File: src/pfs_pkg.sv
// Package for the Phong fragment shading core: payload structs, fixed-point
// widths and shading constants. No dependencies.
package pfs_pkg;

  // Fixed-point constants
  localparam int ONE_Q14    = 16384;
  localparam int Q14_SH     = 14;
  localparam int SPEC_W_Q14 = 9830;
  localparam int AMBIENT    = 5;
  localparam int CH_MAX     = 255;

  // Datapath widths
  localparam int T_W        = 22;            // transformed / reflected vector lane
  localparam int N_W        = 16;            // unit vector lane, Q1.14
  localparam int S_W        = 2 * T_W;       // sum of squares
  localparam int R_W        = S_W / 2;       // square root
  localparam int RM_W       = R_W + 2;       // square root remainder
  localparam int SQRT_STEPS = S_W / 2;
  localparam int Q_W        = 15;            // quotient bits, covers 1.0
  localparam int DV_W       = T_W + Q14_SH;  // dividend
  localparam int D_W        = 18;            // n.l in Q3.14
  localparam int ACC_W      = 15;            // specular power accumulator
  localparam int EXP_W      = 8;
  localparam int POW_STEPS  = (1 << EXP_W) - 1;
  localparam int SUM_W      = D_W + 1;
  localparam int FIFO_DEPTH = 4;
  localparam int FIFO_AW    = $clog2(FIFO_DEPTH);

  typedef enum logic [1:0] {
    CFG_ROW0  = 2'd0,
    CFG_ROW1  = 2'd1,
    CFG_ROW2  = 2'd2,
    CFG_LIGHT = 2'd3
  } pfs_cfg_idx_t;

  typedef logic [3:0][15:0] pfs_row_t;
  typedef pfs_row_t [2:0]   pfs_mat_t;
  typedef logic [2:0][15:0] pfs_light_t;

  typedef struct packed {
    logic signed [15:0] normal_x;
    logic signed [15:0] normal_y;
    logic signed [15:0] normal_z;
    logic [7:0]         diffuse_red;
    logic [7:0]         diffuse_green;
    logic [7:0]         diffuse_blue;
    logic [7:0]         spec_exponent;
  } pfs_in_t;

  typedef struct packed {
    logic [7:0] out_red;
    logic [7:0] out_green;
    logic [7:0] out_blue;
  } pfs_out_t;

  typedef struct packed {
    logic signed [T_W-1:0] x;
    logic signed [T_W-1:0] y;
    logic signed [T_W-1:0] z;
  } pfs_tvec_t;

  typedef struct packed {
    logic signed [N_W-1:0] x;
    logic signed [N_W-1:0] y;
    logic signed [N_W-1:0] z;
  } pfs_nvec_t;

  typedef struct packed {
    logic [D_W-1:0]   diff;
    logic [7:0]       red;
    logic [7:0]       green;
    logic [7:0]       blue;
    logic [EXP_W-1:0] expo;
  } pfs_side_t;

  typedef struct packed {
    pfs_tvec_t vec;
    pfs_side_t side;
  } pfs_fq_t;

endpackage

File: src/pfs_fifo.sv
// Short queue between the front and back parts of the shading core.
// Depends on pfs_pkg.
module pfs_fifo (
  input  logic           clk,
  input  logic           rst_n,
  input  logic           push,
  input  pfs_pkg::pfs_fq_t push_data,
  output logic           full,
  input  logic           pop,
  output logic           empty,
  output pfs_pkg::pfs_fq_t pop_data
);
  import pfs_pkg::*;

  pfs_fq_t              mem_r [FIFO_DEPTH];
  logic [FIFO_AW-1:0]   wr_r, rd_r;
  logic [FIFO_AW:0]     cnt_r, cnt_nxt;

  assign full     = (cnt_r == (FIFO_AW+1)'(FIFO_DEPTH));
  assign empty    = (cnt_r == '0);
  assign pop_data = mem_r[rd_r];

  // track fill level
  always_comb begin
    cnt_nxt = cnt_r;
    if (push && !pop) begin
      cnt_nxt = cnt_r + 1'b1;
    end else if (pop && !push) begin
      cnt_nxt = cnt_r - 1'b1;
    end
  end

  always_ff @(posedge clk) begin
    if (!rst_n) begin
      wr_r  <= '0;
      rd_r  <= '0;
      cnt_r <= '0;
    end else begin
      cnt_r <= cnt_nxt;
      if (push) wr_r <= wr_r + 1'b1;
      if (pop)  rd_r <= rd_r + 1'b1;
    end
  end

  // store entry
  always_ff @(posedge clk) begin
    if (push) mem_r[wr_r] <= push_data;
  end

endmodule

File: config.mk
export PLATFORM = sky130hd
export DESIGN_NAME = pfs_fifo
export DESIGN_NICKNAME = d
export VERILOG_FILES = /design/src/pfs_pkg.sv /design/src/pfs_fifo.sv
export SDC_FILE = /design/constraint.sdc
export NUM_CORES = 1
export LEC_CHECK = 0
export BUFFER_PORTS_ARGS = -buffer_cell sky130_fd_sc_hd__buf_2
export CAP_MARGIN = 5
export CORE_MARGIN = 3
export CORE_UTILIZATION = 40
export CTS_CLUSTER_SIZE = 28
export DETAILED_ROUTE_END_ITERATION = 8
export PLACE_DENSITY = 0.64
export SYNTH_ARGS = -nofsm -noshare
export SYNTH_HDL_FRONTEND = slang
export SYNTH_SLANG_ARGS = --single-unit
File: constraint.sdc
create_clock -name clk -period 3.55 [get_ports clk]
set_clock_uncertainty 0.1 [all_clocks]
set_input_delay 0.355 -clock clk [delete_from_list [all_inputs] [get_ports clk]]
set_output_delay 0.355 -clock clk [all_outputs]
set_load 0.01 [all_outputs]
## Yosys cells after proc, flatten, opt, wreduce, memory -nomap -nowiden

Memory sizes are Yosys's and may differ from the RTL's. A register that Yosys moved wholly into a read port is not among the register bits.
Index checks and enable logic that the tools add are counted.

| cells by class | value |
|---|---|
| reduce and logical (&&, ||, !) cells | 6 |
| $add $sub $neg | 4 |
| equal/unequal tests | 1 |
| mux-type cells | 6 |

Operator list:

| kind | count |
|---|---|
| two-way mux 3 bit | 2 |
| adder 2 x 1 -> 2 bit, second input constant | 2 |
| two-way mux 2 bit | 2 |
| adder 3 x 1 -> 3 bit, second input constant | 1 |
| equality test 3 bit, second input constant | 1 |
| zero test 3 bit | 1 |
| subtractor 3 x 1 -> 3 bit, second input constant | 1 |
| logical AND 1 bit | 2 |
| zero test 1 bit | 2 |
| two-way mux 1 bit | 2 |
| nonzero test 2 bit | 1 |

| word-level totals | value |
|---|---|
| RAM bits | 464 |
| input port bits | 120 |
| logic and storage cells | 21 |
| register bits | 7 |
| memories kept | 1 |
| output and inout bits | 118 |

Memory list:

| memory | words | bits a word | read ports | clocked after Yosys merged registers in | write ports | line | RTL |
|---|---|---|---|---|---|---|---|
| mem_r | 4 | 116 | 1 | 1 | 1 | pfs_fifo.sv:15 | `pfs_fq_t mem_r [FIFO_DEPTH];` |

## Depth between registers and ports, before layout

Gate-level depths: netlist of run 1.

| logic depth | value |
|---|---|
| depth after elaboration | 4 |
| gate-level depth with buffers | 7 |
| gate-level depth less buffers | 7 |

## Worst setup path after synthesis of run 1

OpenSTA, ideal clock, no wires.

| path | value |
|---|---|
| path type | register -> register |
| start point | reg wr_r[0] |
| end point | mem mem_r[0][0] (netlist bit), enable pin |
| path buffers | 0 |
| required time | 2.962 ns |
| slack | -0.248 ns |
| stages on the path, launching flop included | 4 |
| arrival time | 3.210 ns |
| cell sequence | dfxtp_1 inv_1 ha_1 and2_1 |

RTL lines:

| what | line | RTL |
|---|---|---|
| start, declared | pfs_fifo.sv:16 | `logic [FIFO_AW-1:0] wr_r, rd_r;` |
| start signal, assigned | pfs_fifo.sv:40 | `if (push) wr_r <= wr_r + 1'b1;` |
| end, declared | pfs_fifo.sv:15 |  |

No word-level cell before the write port.

==> results of run 1 <==
## path summary, 6_finish.rpt
path,startpoint,to,slack (ns)
max,flop,pop_data[55],0.79
min,pop,rd_r[0],0.07
max reg2reg,wr_r[0],mem_r[2][77],1.51
min reg2reg,cnt_r[2],cnt_r[2],0.44
## layout by cell type (no fill, tap or decap), types with 4 or more instances in the layout
| cell | count |
|---|---|
| edfxtp_1 | 464 |
| buf_2 | 237 |
| dlygate4sd3_1 | 117 |
| mux4_2 | 116 |
| clkbuf_16 | 49 |
| clkinv_1 | 14 |
| buf_12 | 9 |
| clkinv_2 | 8 |
| buf_4 | 8 |
| clkbuf_1 | 7 |
| dfxtp_1 | 7 |
| and2_1 | 5 |
| ha_1 | 5 |
| bufinv_16 | 5 |
| inv_1 | 4 |
| and2_4 | 4 |
## worst reg2reg max path, cell delays in order (launching register included)
cell     delay, ns
dfxtp_1       0.35
inv_1         0.09
ha_1          0.14
and2_4        0.66
buf_4         0.39
## power groups by stage
| stage | clock (mW) | combinational [mW] | sequential, mW |
|---|---|---|---|
| 5_1_grt | 5.23 | 1.39 | 6.51 |
| 6_report | 4.86 | 1.28 | 6.49 |
| 3_5_place_dp | 0 | 1.20 | 6.61 |
| 3_3_place_gp | 0 | 1.18 | 6.60 |
| 4_1_cts | 5.01 | 1.31 | 6.49 |
| 2_1_floorplan | 0 | 0.697 | 6.59 |
## what timing repair did
item | 4_1_cts | 5_1_grt
hold endpoints to repair | 473 | 0
setup endpoints to repair | 0 | 0
hold buffers | 117 | 0
## state kept, by name, summed over array words and instances, names as in the netlist, named ones only
register / flops
mem_r: 464
cnt_r: 3
rd_r: 2
wr_r: 2
## cells by family (layout without fill, tap and decap cells)
group,Yosys count,after routing
xor gates and xnor gates,5,5
buffers and inverters,30,461
and+or+nand+nor,15,15
muxes,118,118
DFF,473,473
adders and majority gates,6,6
AOI/OAI and AO/OA,2,2
## layer usage
layer	vias to the layer above	wire [µm]	global-route usage [%]
li1	3593	-	-
met1	4184	14500	20.1
met2	217	16300	24.1
met3	57	2340	4.31
met4	4	706	4.73
met5	-	27	0
## layout make-up
cell class	count	share of cell area, %
multi-input cells	146	13.2
repair buffers	371	11.9
flip-flops and latches	473	64.8
clock buffers	56	5.75
well taps	539	3.09
clock inverters	30	1.22
inverters	4	0.0689
## per-stage QoR
stage,util [%],hold WS [ns],power (mW),cell area (µm²)
finish,51.7,0.0698,12.6,21800
global route,51.7,0.0743,13.1,21800
CTS,51.7,0.0252,12.8,21800
detailed placement,45.4,0.434,7.81,19100
global placement,45.4,0.389,7.78,19100
floorplan,-,0.354,7.28,17200
==> run metrics, run 1 <==
gr ovfl total 0; post-cts sizing count 0; Worst Tran Pin Value 0.802 ns; global-route wire length before repair between 50 and 60 mm; Critical Path Fanout Max 30; die width around 210 µm; post-DR vias/cell 4.98; synthesized area per cell around 26 µm²; worst rel slew slack 46.5%; P_sw 2.71 mW; simple-gate share of the synthesized area 0.533%; Final Net Count 1169; area leader, netlist edfxtp_1; initial antenna violation count 2; Fill cells approximately 3300; Clock Pin Slew Worst Setup and Hold Paths about 0.06 ns; clock sink count ~470; crit path DAT 2.31 ns; total number of vias 8055; post-synthesis cell area 0.0172 mm²; Die Y 213 µm; clock share of power 38.5%; largest net degree at the start of global routing 58; vias in the first global route 8767; max incr delay on CP approximately 0.60 ns; Final period util 77.9%; Max Slew Vio Count 0; CP Class flop to output pin; number of synthesized register bits 473; Initial Utilization 40.7%; port bufs 237; Worst Hold Path Cells 3; largest family of logic cells by synthesized area multiplexers; CP top delay family buffers and inverters; PD cells 579 mW/mm²; setup_tns 0 ns; Synth Area in Compound Gates less than 1%; post-synthesis instance total 649; CTS Buf Count 47; I/O Pins 238; placed insts 1416; syn_nets 775; Worst Path Buf+Inv 2; Hold Path Class primary input to flop; Max VDD drop 0.434 mV; Pleak roughly 7.4 nW; # rows 75; Routed Antenna Nets 0; pre-CTS setup slack 1.28 ns; Residual DRC 0; Ys Warns 0; DRT iter0 DRCs 542; Post-synth EDFFs 464; Hold Fails Final Rpt 0; CP Cell Sequence buf_4, mux4_2, buf_2; Internal Power 9.91 mW; Antenna diodes 0; register area between 0.01 and 0.015 mm²; f_max 362 MHz; final worst slack 0.786 ns; RSZ-0062 raised after global routing false; CTS tree yes; Die ar. approximately 0.045 mm²; share of flip-flops with an asynchronous set or reset 0%; adder-cell share of the synthesized area 0.482%; sequential share of the synthesized area 82.3%; Synth Area in XOR/XNOR less than 1%; nature of the critical path endpoint output pin; postcts setup bufs 0; DRT Pass-1 Iters 4; worst skew pair latency 0.55 ns; WL final between 30 and 40 mm; top cell type's share of synthesized area 81.2%; clk buf depth 3; Synth top cells by count edfxtp_1, mux4_2, buf_2; dominant cells by area after synthesis edfxtp_1, mux4_2, dfxtp_1; core region area 0.0421 mm²; CP max-delay cell mux4_2; crit path launch type flop; area of the multi-input gates 0.00287 mm²; status complete, no violations; sequential power share 51.4%; R2R cell count 4; Non-Filler Instances 1619; combinational fraction of design power 10.1%; # setup viols final 0; critical path depth 3; worst endpoint required time approximately 3 ns; Post-synth top flop edfxtp_1; fin crit period between 2 and 3 ns; Total GRT Usage 15.0%; HPWL Detailed 19.8 mm; most common cell in the netlist edfxtp_1; mux cell area share after synthesis 15.3%; clk root buf clkbuf_16; layout cells sized above 1 40.8%; Synth cell types 20; maxcap violations 0; Placer Congestion 0.695; wire per inst 20.9 µm; Net Sw Frac 21.5%; area growth from synthesis to layout 27.1%; number of H-tree levels 2
Power figures use the tool's default switching activity.
==> inputs of run 2 (changes only) <==
- PLACE_DENSITY: 0.64 -> 0.62
- clock period: 3.55 -> 2.7 ns (I/O delays scaled with it)
==> run 2 against run 1 <==
Effect of this change:
- final area up 0.83%
- clock-buffer cell count up 4
- first-iteration DRC count down 2.6%
- critical path depth unchanged
- largest cell class unchanged
- largest power group unchanged
==> run metrics, run 2 (synthesis gave the netlist of run 1 again) <==
Critical Path Fanout Max 43 (+43%); clk root buf clkbuf_16; status complete, no violations; crit path launch type flop; PD cells 760 mW/mm² (+31%); Final Net Count 1178 (+0.77%); worst endpoint required time 2.33 ns (-0.76 ns); I/O Pins 238 (unchanged); setup_tns 0 ns (unchanged); post-cts sizing count 0 (unchanged); gr ovfl total 0 (unchanged); Final Instance Area 0.0220 mm² (+0.83%); global-route wire length before repair 52.4 mm (+1.8%); register area 0.0141 mm² (unchanged); Hold Path Class primary input to flop; total number of vias 8109 (+0.67%); Net Sw Frac 21.6% (+0.13 points); Max VDD drop 0.561 mV (+29%); number of flip-flops under the largest register name 464 (unchanged); clock share of power 38.5% (about the same); Clock Pin Slew Worst Setup and Hold Paths 0.06 ns (about the same); wire per inst 21.1 µm (+0.76%); HPWL Detailed 20.2 mm (+1.9%); DRT iter0 DRCs 528 (-2.6%); maxcap violations 0 (unchanged); number of H-tree levels 2 (unchanged); commonest non-fill, non-tap cell in the layout edfxtp_1; Fill cells 3248 (-0.82%); P_sw 3.61 mW (+33%); Antenna diodes 0 (unchanged); Residual DRC 0 (unchanged); DRT Pass-1 Iters 4 (unchanged); Top reg by flops mem_r; layout cells sized above 1 41.4% (+0.60 points); die width 213 µm (unchanged); Total GRT Usage 15.3% (+0.33 points); worst rel slew slack 60.9% (+14 points); area growth from synthesis to layout 28.2%; f_max 411 MHz; Final period util between 90 and 100%; Internal Power 13.1 mW (+32%); post-DR vias/cell 4.97 (about the same); Routed Antenna Nets 0 (unchanged); WL final 34.4 mm (+1.4%); sequential power share 51.0% (-0.4 points); core region area 0.0421 mm² (unchanged); commonest cells after routing, fill and taps aside edfxtp_1, buf_2, dlygate4sd3_1; worst skew pair latency 0.56 ns (about the same); DP Area 0.0192 mm² (+0.62%); clk buf depth 3 (unchanged); RSZ-0062 raised after global routing false; Max Slew Vio Count 0 (unchanged); Pleak 7.47 nW (+1.1%); largest net degree at the start of global routing 67 (+16%); CTS tree yes; port bufs 237 (unchanged); # rows 75 (unchanged); crit path DAT 2.06 ns (-0.25 ns); Regs by FF count mem_r: 464 flops, cnt_r: 3 flops; Hold Fails Final Rpt 0 (unchanged); Worst Tran Pin Value 0.586 ns (-0.216 ns); area of the multi-input gates 0.00287 mm² (unchanged); Die ar. 0.0454 mm² (unchanged); Placer Congestion 0.692 (-0.42%); CP Class flop to output pin; nature of the critical path endpoint output pin; fin crit period 2.43 ns; initial antenna violation count 2 (unchanged); combinational fraction of design power 10.5% (+0.4 points); vias in the first global route 8798 (+0.35%); CTS Buf Count 49 (+4.3%); Die Y 213 µm (unchanged); # setup viols final 0 (unchanged); clock sink count 473 (unchanged); Initial Utilization 40.7% (unchanged)
-- run 2: worst max-delay path, cell delays in order, from the launching register on --
cell and delay (ns):
dfxtp_4 0.39, buf_12 0.31, mux4_2 0.56, buf_2 0.16
-- run 2: timing repair --
action / 4_1_cts / 5_1_grt
hold buffers: 120 / 0
endpoints found under the hold margin: 473 / 0
buffers inserted: 0 / 0
-- run 2: cell type report --
class | instances | area share, %
multi-input cells | 146 | 13.1
clock buffers | 60 | 5.90
inverters | 4 | 0.0683
repair buffers | 378 | 12.5
flip-flops and latches | 473 | 64.2
well taps | 539 | 3.07
clock inverters | 30 | 1.16
-- run 2: routing by layer --
layer / wire length [µm] / global-route usage, %
met1: 14500 / 20.9
met2: 16400 / 24.4
met3: 2830 / 4.36
met4: 658 / 4.45
met5: 13 / 0
-- run 2: power groups by stage --
stage / Combinational (mW) / Sequential (mW) / Clock [mW]
4_1_cts: 1.79 / 8.52 / 6.64
6_report: 1.75 / 8.52 / 6.43
5_1_grt: 1.90 / 8.54 / 6.93
2_1_floorplan: 0.916 / 8.66 / 0
3_3_place_gp: 1.63 / 8.66 / 0
3_5_place_dp: 1.64 / 8.67 / 0
-- run 2: worst paths after layout --
| kind | endpoint | depth (start not counted) | start | slack, ns |
|---|---|---|---|---|
| worst min-delay path | mem_r[1][34] | 2 | push_data[34] | 0.35 |
| worst max-delay path | pop_data[43] | 3 | flop | 0.27 |
| worst max register to register | mem_r[0][39] | 4 | wr_r[0] | 0.90 |
| worst min register to register | cnt_r[2] | 2 | cnt_r[2] | 0.45 |
-- run 2: metrics by stage --
stage / utilization, % / worst slack (ns) / hold slack, ns / total power [mW] / instances
final: 52.2 / 0.267 / 0.351 / 16.7 / 1630
after global routing: 52.2 / 0.134 / 0.339 / 17.4 / 1630
after CTS: 52.2 / 0.167 / 0.304 / 17.0 / 1630
after detailed placement: 45.6 / 0.774 / 0.389 / 10.3 / 1420
after global placement: 45.6 / 0.822 / 0.383 / 10.3 / 1420
after floorplan: - / 0.190 / 0.269 / 9.57 / 649
